`src/design/rea_ram.sv`:
```
`default_nettype none
// ----------------------------------------------------------------------------
// Generic RAM
// One write port and one read port with registered read data.
// ----------------------------------------------------------------------------
module rea_ram #(
    parameter int WIDTH = 32,
    parameter int DEPTH = 24
) (
    input  wire logic                     clk,
    input  wire logic                     we,
    input  wire logic [$clog2(DEPTH)-1:0] waddr,
    input  wire logic [WIDTH-1:0]         wdata,
    input  wire logic [$clog2(DEPTH)-1:0] raddr,
    output logic      [WIDTH-1:0]         rdata
);

    logic [WIDTH-1:0] mem [DEPTH];

    always_ff @(posedge clk)
    begin
        if (we)
        begin
            mem[waddr] <= wdata;
        end
        rdata <= mem[raddr];
    end

endmodule
`default_nettype wire

```
`config.mk`:
```
export PLATFORM = sky130hd
export DESIGN_NAME = rea_ram
export DESIGN_NICKNAME = d
export VERILOG_FILES = /design/src/design/rea_ram.sv
export SDC_FILE = /design/constraint.sdc
export NUM_CORES = 1
export LEC_CHECK = 0
export BUFFER_PORTS_ARGS = -buffer_cell sky130_fd_sc_hd__buf_4
export CAP_MARGIN = 10
export CORE_ASPECT_RATIO = 1.5
export CORE_UTILIZATION = 55
export DETAILED_ROUTE_END_ITERATION = 7
export GPL_TIMING_DRIVEN = 1
export PLACE_DENSITY = 0.76
export SLEW_MARGIN = 25
export SYNTH_ARGS = -nofsm -noshare
export SYNTH_HDL_FRONTEND = slang
export SYNTH_SLANG_ARGS = --single-unit
```
`constraint.sdc`:
```
create_clock -name clk -period 3.78 [get_ports clk]
set_clock_uncertainty 0.15 [all_clocks]
set_input_delay 0.567 -clock clk [delete_from_list [all_inputs] [get_ports clk]]
set_output_delay 0.567 -clock clk [all_outputs]
set_load 0.01 [all_outputs]
```
==> results by group <==
Power
  – P per Cell Area: 519.7 mW/mm2
  – Sw frac: 20.72%
  – Pint: 14.11 mW
  – Worst VDD drop: 0.0003310 V
  – Psw: 3.688 mW
  – Clk network pwr share: 39.0%
  – Combinational power share: 5.4%
  – Sequential share of power: 55.6%
  – LEAKAGE: 11.53 nW

STA
  – Min cycle time layout: 2.287 ns
  – Worst slew pin tran: 0.8971 ns
  – Max-slew violations: 0
  – Final number of setup-violating endpoints: 0
  – Fin. Hold Viols: 0
  – Final Cycle Share: 60.49%
  – Post-route setup TNS: 0 ns
  – Fmax: 437.3 MHz
  – RSZ-0062 raised after global routing: no
  – Max-slew headroom: 40.05%

Routing
  – DRC viols: 0
  – Via density: 6.327
  – DRT antenna net count: 0
  – DRT Pass-1 Iters: 7
  – Initial DRC count: 1497
  – Wire length per cell: 28.67 um
  – Via Count: 15298
  – Routed wire length: 69310 um

Yosys
  – Synth Instances: 1543
  – Synth top area share: 76.16%
  – Netlist cell types: 25
  – Syn Nets: 1587
  – EDFF count, synth: 768
  – Synth Flop Type: edfxtp_1
  – Synth Register Bits: 800
  – Synth Warn #: 0
  – Sequential area share after synthesis: 78.27%
  – Area leader, netlist: edfxtp_1
  – Ranking of synthesized cells by area: edfxtp_1, mux2i_1, mux4_2
  – Post-synth ARST share: 0%
  – Syn_area_per_cell: 19.63 um2
  – Post-synthesis cell area: 0.03028 mm2

Cells and area
  – Most frequent cells in the layout: edfxtp_1, mux2i_1, buf_4
  – Core Util, Final: 62.81%
  – Most common cell after layout, fill and taps aside: edfxtp_1
  – Final nets: 1712
  – Share of layout cells above drive strength 1: 22.05%
  – Area delta synth->final: 13.09%
  – N_diodes: 0

Worst setup path
  – Crit end category: flop
  – R2r setup slk: 2.06 ns
  – Crit-path max FO: 17
  – Critical Path RT: 3.89 ns
  – Critical path type: in -> reg
  – R2r worst-path depth: 4
  – RR Startpoint: mem[21][1]$_DFFE_PP_
  – Reg2reg end: rdata[1]$_DFF_P_
  – Startpoint types: primary input
  – WP data arrival: 2.40 ns

Clock tree
  – Skew-Pair Late Insertion Delay: 0.59 ns
  – Worst-path clk slew: 0.06 ns
  – Post-CTS sizing: 0
  – CTS tree: built
  – Maximum root-to-sink buffer count: 3
  – Hold-fix buffers, CTS: 0
  – Num CTS Buffers: 68
  – # clock sinks: 800
  – CTS Root Cell: clkbuf_16
  – Post-CTS Setup Bufs: 0
  – CTS H-tree lvls: 3

Run
  – Max cap viols: 0

Hold path
  – Hold EP: rdata[19]$_DFF_P_
  – Cell count of the worst hold path: 3
  – Hold_sp: raddr[4]
  – Worst hold path class: in -> reg

Global routing
  – Initial antenna violation count: 1
  – Remaining global-route overflow: 0
  – First-pass GRT wire length: 100100 um
  – Vias in the first global route: 15507
  – Largest net degree at the start of global routing: 54
  – GRT Resource Usage Total: 24.86%

Placement
  – Hpwl dp: 40570 um
  – PortBufs: 75
  – GP Congestion: 0.8074

Floorplan
  – Full die area: 0.05602 mm2
  – Starting Density: 55.54%
  – Core area: 0.05452 mm2
  – Die Width: 193.6 um
  – Number of I/O pins: 76
  – Number of core rows: 105
  – Chip height: 289.4 um

Outcome
  – Outcome: finished clean
-- how the worst max path moves through the flow --
stage	end	cells past startpoint	from	slack, ns
after floorplan	mem[20][0]$_DFFE_PP_	3	waddr[1]	0.66
final	mem[20][13]$_DFFE_PP_	4	waddr[1]	1.49
after detailed placement	mem[20][17]$_DFFE_PP_	4	waddr[1]	0.88
after global routing	rdata[27]$_DFF_P_	7	raddr[0]	1.47
after CTS	mem[20][13]$_DFFE_PP_	4	waddr[1]	1.51
after global placement	mem[20][18]$_DFFE_PP_	4	waddr[1]	0.91
-- cells in the mapped netlist (2+ instances only) --
master	count
mux2i_1	232
nor2_1	27
mux4_2	76
buf_6	9
buf_1	6
nand2_1	98
edfxtp_1	768
nand4_1	32
or3b_2	2
mux2_2	32
buf_2	18
nand3b_1	4
nor2b_1	3
a221oi_1	12
buf_4	13
a22oi_1	72
dfxtp_1	32
nand3_1	53
clkbuf_1	37
o21ai_0	12
-- cell type report --
type | instances | area [um2]
Sequential cell | 800 | 23700
Fill cell | 3588 | 20280
Multi-Input combinational cell | 659 | 6337
Clock buffer | 97 | 1953
Timing Repair Buffer | 138 | 1119
Tap cell | 695 | 869.6
Clock inverter | 28 | 260.3
Inverter | 1 | 3.754
-- power groups by stage --
stage	combinational (mW)	sequential, mW	clock [mW]
final	0.959	9.90	6.93
after global routing	1.01	9.91	7.29
after CTS	0.962	9.91	7.00
after detailed placement	0.956	10.1	0
after global placement	0.930	10.1	0
after floorplan	0.488	10.1	0
-- critical path, stage by stage --
cell and delay, ns:
buf_4 0.12, or3b_2 0.64, nor2_4 0.65, buf_4 0.40
-- registers in the layout, indices dropped and copies added, names as in the netlist --
register	count
mem	768
rdata	32
-- per-stage QoR --
step	cells	hold slack (ns)	instance area, um2	setup slack [ns]	total power [mW]
final	2418	0.1825	34250	1.493	17.80
after CTS	2418	0.1439	34250	1.511	17.86
after detailed placement	2293	0.4516	32030	0.8834	11.05
after floorplan	1543	0.4104	30280	0.6568	10.58
after global placement	2293	0.4376	32030	0.9065	11.02
after global routing	2418	0.1758	34250	1.471	18.21
-- logic make-up after synthesis --
group,Yosys count,synth area share [%]
multiplexers,340,14.51
flip-flops,800,78.27
AO/OA/AOI/OAI,96,2.330
AND/OR/NAND/NOR,223,3.388
buffers and inverters,84,1.500
-- layer usage --
metal | GRT usage, % | share of wire (%) | vias to the layer above | wire (um)
li1 | - | - | 6488 | -
met2 | 44.25 | 52 | 747 | 36140
met3 | 4.470 | 7.7 | 140 | 5343
met4 | 10.38 | 3.7 | 0 | 2595
met1 | 30.01 | 36 | 7923 | 25240
met5 | 0 | 0 | - | 0
Note: power is estimated with default switching activity, not from simulation.
