===== config.mk =====
export PLATFORM = sky130hd
export DESIGN_NAME = rea_alu
export DESIGN_NICKNAME = d
export VERILOG_FILES = /design/src/design/rea_pkg.sv /design/src/design/rea_alu.sv
export SDC_FILE = /design/constraint.sdc
export NUM_CORES = 2
export LEC_CHECK = 0
export ABC_AREA = 1
export BUFFER_PORTS_ARGS = -buffer_cell sky130_fd_sc_hd__clkbuf_2
export CAP_MARGIN = 20
export CORE_MARGIN = 5
export CORE_UTILIZATION = 55
export DETAILED_ROUTE_END_ITERATION = 12
export GPL_ROUTABILITY_DRIVEN = 0
export PLACE_DENSITY = 0.73
export SETUP_SLACK_MARGIN = 0.1
export SLEW_MARGIN = 10
export SYNTH_ARGS = -nofsm -noshare
export SYNTH_HDL_FRONTEND = slang
export SYNTH_SLANG_ARGS = --single-unit

===== constraint.sdc =====
create_clock -name clk -period 12.8 [get_ports clk]
set_clock_uncertainty 0.05 [all_clocks]
set_input_delay 0.64 -clock clk [delete_from_list [all_inputs] [get_ports clk]]
set_output_delay 0.64 -clock clk [all_outputs]
set_load 0.01 [all_outputs]

===== src/design/rea_pkg.sv =====
`default_nettype none
// ----------------------------------------------------------------------------
// Reprojection error accumulator package
// Shared constants, state and operation codes, and the request and response
// structs of the shared arithmetic unit.
// ----------------------------------------------------------------------------
package rea_pkg;

    localparam int DEF_MAX_POINTS  = 4096;
    localparam int DEF_COORD_WIDTH = 32;

    localparam int TABLE_DEPTH = 24;
    localparam int COEF_W      = 32;
    localparam int FIELD_W     = 32;
    localparam int SUM_W       = 46;
    localparam int CNT_OUT_W   = 13;
    localparam int H_W         = 51;
    localparam int MUL_W       = 33;
    localparam int PROD_W      = 66;
    localparam int DIV_REM_W   = 51;
    localparam int DIV_BITS_W  = 46;
    localparam int STEP_W      = 6;
    localparam int SQRT_W      = 64;
    localparam int ROOT_W      = 32;
    localparam int IN_TDATA_W  = 264;
    localparam int OUT_TDATA_W = 160;

    localparam logic [STEP_W-1:0] DEPTH_DIV_STEPS = 6'd33;
    localparam logic [STEP_W-1:0] MEAN_DIV_STEPS  = 6'd46;
    localparam logic [STEP_W-1:0] SQRT_STEPS      = 6'd32;

    localparam logic CMD_LOAD  = 1'b0;
    localparam logic CMD_POINT = 1'b1;

    typedef enum logic [1:0] {
        ALU_MUL,
        ALU_DIV,
        ALU_SQRT
    } alu_op_t;

    typedef struct packed {
        logic                         start;
        alu_op_t                      op;
        logic signed [MUL_W-1:0]      mul_a;
        logic signed [MUL_W-1:0]      mul_b;
        logic [DIV_REM_W-1:0]         div_rem;
        logic [DIV_BITS_W-1:0]        div_bits;
        logic [DIV_REM_W-1:0]         divisor;
        logic [STEP_W-1:0]            div_steps;
        logic [SQRT_W-1:0]            sqrt_in;
    } alu_req_t;

    typedef struct packed {
        logic                         done;
        logic signed [PROD_W-1:0]     prod;
        logic [DIV_BITS_W-1:0]        quo;
        logic [ROOT_W-1:0]            root;
    } alu_rsp_t;

    typedef enum logic [4:0] {
        S_IDLE,
        S_RD,
        S_MUL,
        S_ACC,
        S_DEPTH,
        S_DCHK,
        S_DIV,
        S_DIFF,
        S_SQX,
        S_SQY,
        S_SUM,
        S_ROOT,
        S_VIEWEND,
        S_ACCUM,
        S_MEAN_A,
        S_MEAN_AW,
        S_MEAN_I,
        S_MEAN_IW,
        S_OUT
    } state_t;

endpackage
`default_nettype wire


===== src/design/rea_alu.sv =====
`default_nettype none
// ----------------------------------------------------------------------------
// Shared arithmetic unit
// A registered multiplier, a restoring divider that takes one quotient bit a
// cycle, and a square root that takes one result bit a cycle.
// ----------------------------------------------------------------------------
module rea_alu (
    input  wire logic              clk,
    input  wire logic              rst_n,
    input  wire rea_pkg::alu_req_t req,
    output rea_pkg::alu_rsp_t      rsp
);
    import rea_pkg::*;

    alu_op_t                  op_reg;
    logic                     busy_reg;
    logic                     done_reg;
    logic [STEP_W-1:0]        cnt_reg;
    logic [DIV_REM_W-1:0]     rem_reg;
    logic [DIV_BITS_W-1:0]    bits_reg;
    logic [DIV_REM_W-1:0]     dvs_reg;
    logic [DIV_BITS_W-1:0]    quo_reg;
    logic [SQRT_W-1:0]        v_reg;
    logic [SQRT_W-1:0]        res_reg;
    logic [SQRT_W-1:0]        bit_reg;
    logic signed [PROD_W-1:0] prod_reg;

    logic [DIV_REM_W:0] trial;
    logic [DIV_REM_W:0] diff;
    logic               ge;
    logic [SQRT_W-1:0]  sq_t;
    logic               sq_ge;

    always_comb
    begin
        trial = {rem_reg, bits_reg[DIV_BITS_W-1]};
        ge    = trial >= {1'b0, dvs_reg};
        diff  = trial - {1'b0, dvs_reg};
        sq_t  = res_reg + bit_reg;
        sq_ge = v_reg >= sq_t;
    end

    always_ff @(posedge clk or negedge rst_n)
    begin
        if (!rst_n)
        begin
            op_reg   <= ALU_MUL;
            busy_reg <= 1'b0;
            done_reg <= 1'b0;
            cnt_reg  <= '0;
        end
        else
        begin
            done_reg <= 1'b0;
            if (req.start)
            begin
                op_reg   <= req.op;
                busy_reg <= (req.op != ALU_MUL);
                done_reg <= (req.op == ALU_MUL);
                cnt_reg  <= (req.op == ALU_SQRT) ? SQRT_STEPS : req.div_steps;
            end
            else if (busy_reg)
            begin
                cnt_reg <= cnt_reg - 1'b1;
                if (cnt_reg == 6'd1)
                begin
                    busy_reg <= 1'b0;
                    done_reg <= 1'b1;
                end
            end
        end
    end

    always_ff @(posedge clk)
    begin
        if (req.start)
        begin
            case (req.op)
                ALU_MUL:
                begin
                    prod_reg <= req.mul_a * req.mul_b;
                end
                ALU_DIV:
                begin
                    rem_reg  <= req.div_rem;
                    bits_reg <= req.div_bits;
                    dvs_reg  <= req.divisor;
                    quo_reg  <= '0;
                end
                ALU_SQRT:
                begin
                    v_reg   <= req.sqrt_in;
                    res_reg <= '0;
                    bit_reg <= {2'b01, {(SQRT_W-2){1'b0}}};
                end
                default:
                begin
                    prod_reg <= prod_reg;
                end
            endcase
        end
        else if (busy_reg)
        begin
            case (op_reg)
                ALU_DIV:
                begin
                    rem_reg  <= ge ? diff[DIV_REM_W-1:0] : trial[DIV_REM_W-1:0];
                    quo_reg  <= {quo_reg[DIV_BITS_W-2:0], ge};
                    bits_reg <= bits_reg << 1;
                end
                ALU_SQRT:
                begin
                    if (sq_ge)
                    begin
                        v_reg   <= v_reg - sq_t;
                        res_reg <= (res_reg >> 1) + bit_reg;
                    end
                    else
                    begin
                        res_reg <= res_reg >> 1;
                    end
                    bit_reg <= bit_reg >> 2;
                end
                default:
                begin
                    prod_reg <= prod_reg;
                end
            endcase
        end
    end

    assign rsp.done = done_reg;
    assign rsp.prod = prod_reg;
    assign rsp.quo  = quo_reg;
    assign rsp.root = res_reg[ROOT_W-1:0];

endmodule
`default_nettype wire

==> summary.txt <==
Setup CP Type = input port to register
CTS tree = done
Total CTS buffers = 49
Syn_area_per_cell = 7.21 sq um
Ys flop type = edfxtp_1
Port bufs = 433
CP bufs+invs = 9
Post-synth EDFFs = 420
Final Hold Viols = 0
Final min period = 8430 ps
# Post-CTS Setup Buffers = 0
Die Footprint = 147000 sq um
Netlist cell types = 48
# setup viols final = 0
Required time worst endpoint = 13110 ps
Crit path DAT = 8730 ps
Clk_lat worst skew = 630 ps
CP endpoint kind = register
Top-count cell post-synth = nand2_1
Yosys top cell area share = 29.9%
Initial antenna violation count = 18
DRC = 0
Die width = 384 um
Crit-path max FO = 33
RSZ-0062 raised after global routing = false
Met3 WL = 27.2 mm
Clock tree buffer depth = 3
Resized Gates After CTS = 0
DP HPWL = 200 mm
Vias = 69600
CTS Root Cell = clkbuf_16
Share of layout cells above drive strength 1 = 5.77%
Slowest stage delay, CP = 770 ps
Crit path max-delay cell type = fa_2
Total wire length = 245 mm
# fillers = 12800
Clock sinks = 430
Fin crit share = 65.8%
Startpoint class of the critical path = input port
Mapped Cells = 10600
H-tree levels = 2
Syn Nets = 12500
Vias in the first global route = 71300
Max Cap Violations = 0
Commonest cells post-synth = 3396 x nand2_1, 2711 x inv_1, 1147 x fa_1
Area contributors post-synth = fa_1 30%, nand2_1 17%, edfxtp_1 16%
Most used cell, CP = inv_1
Synth Cell Area = 76700 sq um
I/O pins = 434
Hold Path Class = input port to register
Initial Utilization = 55.2%
Asr flop ratio synth = 2.33%
NumNets Final = 12600
All-Layer GR Usage = 33.1%
Total gr overflow = 0
First-pass GRT wire length = 383 mm
Core Area = 139000 sq um
Worst-Margin Slew = 1160 ps
Average via count per standard cell = 5.48
DR WL/cell = 19.2 um
M1 wire length = 89.4 mm
Cell taking the most area after synthesis = fa_1
Fmax = 119 MHz
Synth Warn # = 0
Max reg flops = 66
Iteration count of the initial detailed-routing pass = 7
FP Rows = 137
Slew HR = 22.7%
Synth-to-Final Area Change = 6.43%
Delay-heaviest family, CP = adder cells
Synth Register Bits = 430
Clk slew on worst S/H paths = 60 ps
Top Layer Used = met5
ANT nets after route = 0
Initial DRC count = 7486
Fin Setup TNS = 0 ps
Met2 wire len = 113 mm
Largest net degree at the start of global routing = 69
Register area share after synthesis = 16.8%
Status = finished clean
Final Max Tran Viols = 0
Die Y = 384 um
==> final cells by class <==
type	instances	area, sq um	area share, %
Multi-Input combinational cell	7101	52000	63.7
Sequential cell	430	12900	15.7
Inverter	2717	10200	12.5
Timing Repair Buffer	483	2570	3.15
Tap cell	1876	2350	2.87
Clock buffer	58	1280	1.57
Clock inverter	33	345	0.423
Antenna cell	6	15.0	0.0184
==> final timing paths <==
path	endpoint	cells past startpoint	start	slack, ps
max	prod_reg[57]	27	req[283]	4370
min	dvs_reg[22]	1	req[92]	140
max reg2reg	v_reg[60]	22	res_reg[22]	5270
min reg2reg	bits_reg[21]	2	bits_reg[20]	460
max in group asynchronous	cnt_reg[1]	2	rst_n	12090
min in group asynchronous	done_reg	2	rst_n	360
==> cell families (layout without fill, tap and decap cells) <==
kind of cell | after synthesis | in the layout | synth area share (%)
buffers and inverters | 3107 | 3291 | 15.5
xor gates and xnor gates | 165 | 165 | 1.88
AOI/OAI and AO/OA | 618 | 618 | 4.34
adders and majority gates | 1547 | 1547 | 36.4
DFF | 430 | 430 | 16.8
and+or+nand+nor | 4771 | 4771 | 25.1
other | 0 | 6 | 0
==> placed cells by master (no fill, tap or decap), types with 64 or more instances in the layout <==
| master | netlist | final |
|---|---|---|
| o21ai_0 | 217 | 217 |
| nor2_1 | 648 | 644 |
| nand2_1 | 3396 | 3396 |
| nand4_1 | 154 | 154 |
| fa_1 | 1147 | 1146 |
| nand3_1 | 392 | 392 |
| nor3_1 | 65 | 64 |
| xnor2_1 | 82 | 82 |
| edfxtp_1 | 420 | 420 |
| xor2_1 | 83 | 83 |
| inv_1 | 2711 | 2711 |
| a21oi_1 | 305 | 304 |
| clkbuf_2 | 0 | 432 |
| ha_1 | 400 | 400 |
==> per-layer routing <==
layer,global-route usage (%),vias up
met5,0,-
met4,16.7,20
met3,7.47,882
met2,54.6,3979
met1,41.1,33000
li1,-,31600
==> repair_timing <==
item | in CTS | in global routing
hold buffers | 1 | 0
hold endpoints to repair | 10 | 0
endpoints found under the setup margin | 0 | 0
==> metrics by stage <==
stage	util, %	hold WS [ps]	setup WS [ps]	instance area (sq um)	std cells
floorplan	-	294	2540	76700	10600
global placement	57.5	443	3890	80000	12600
detailed placement	57.5	451	3600	80000	12600
CTS	58.7	106	4230	81600	12700
global route	58.7	119	3970	81700	12700
finish	58.7	141	4370	81700	12700
Power is not shown: default switching activity piles up to over one toggle a cycle in this logic, so the estimate is an artifact.
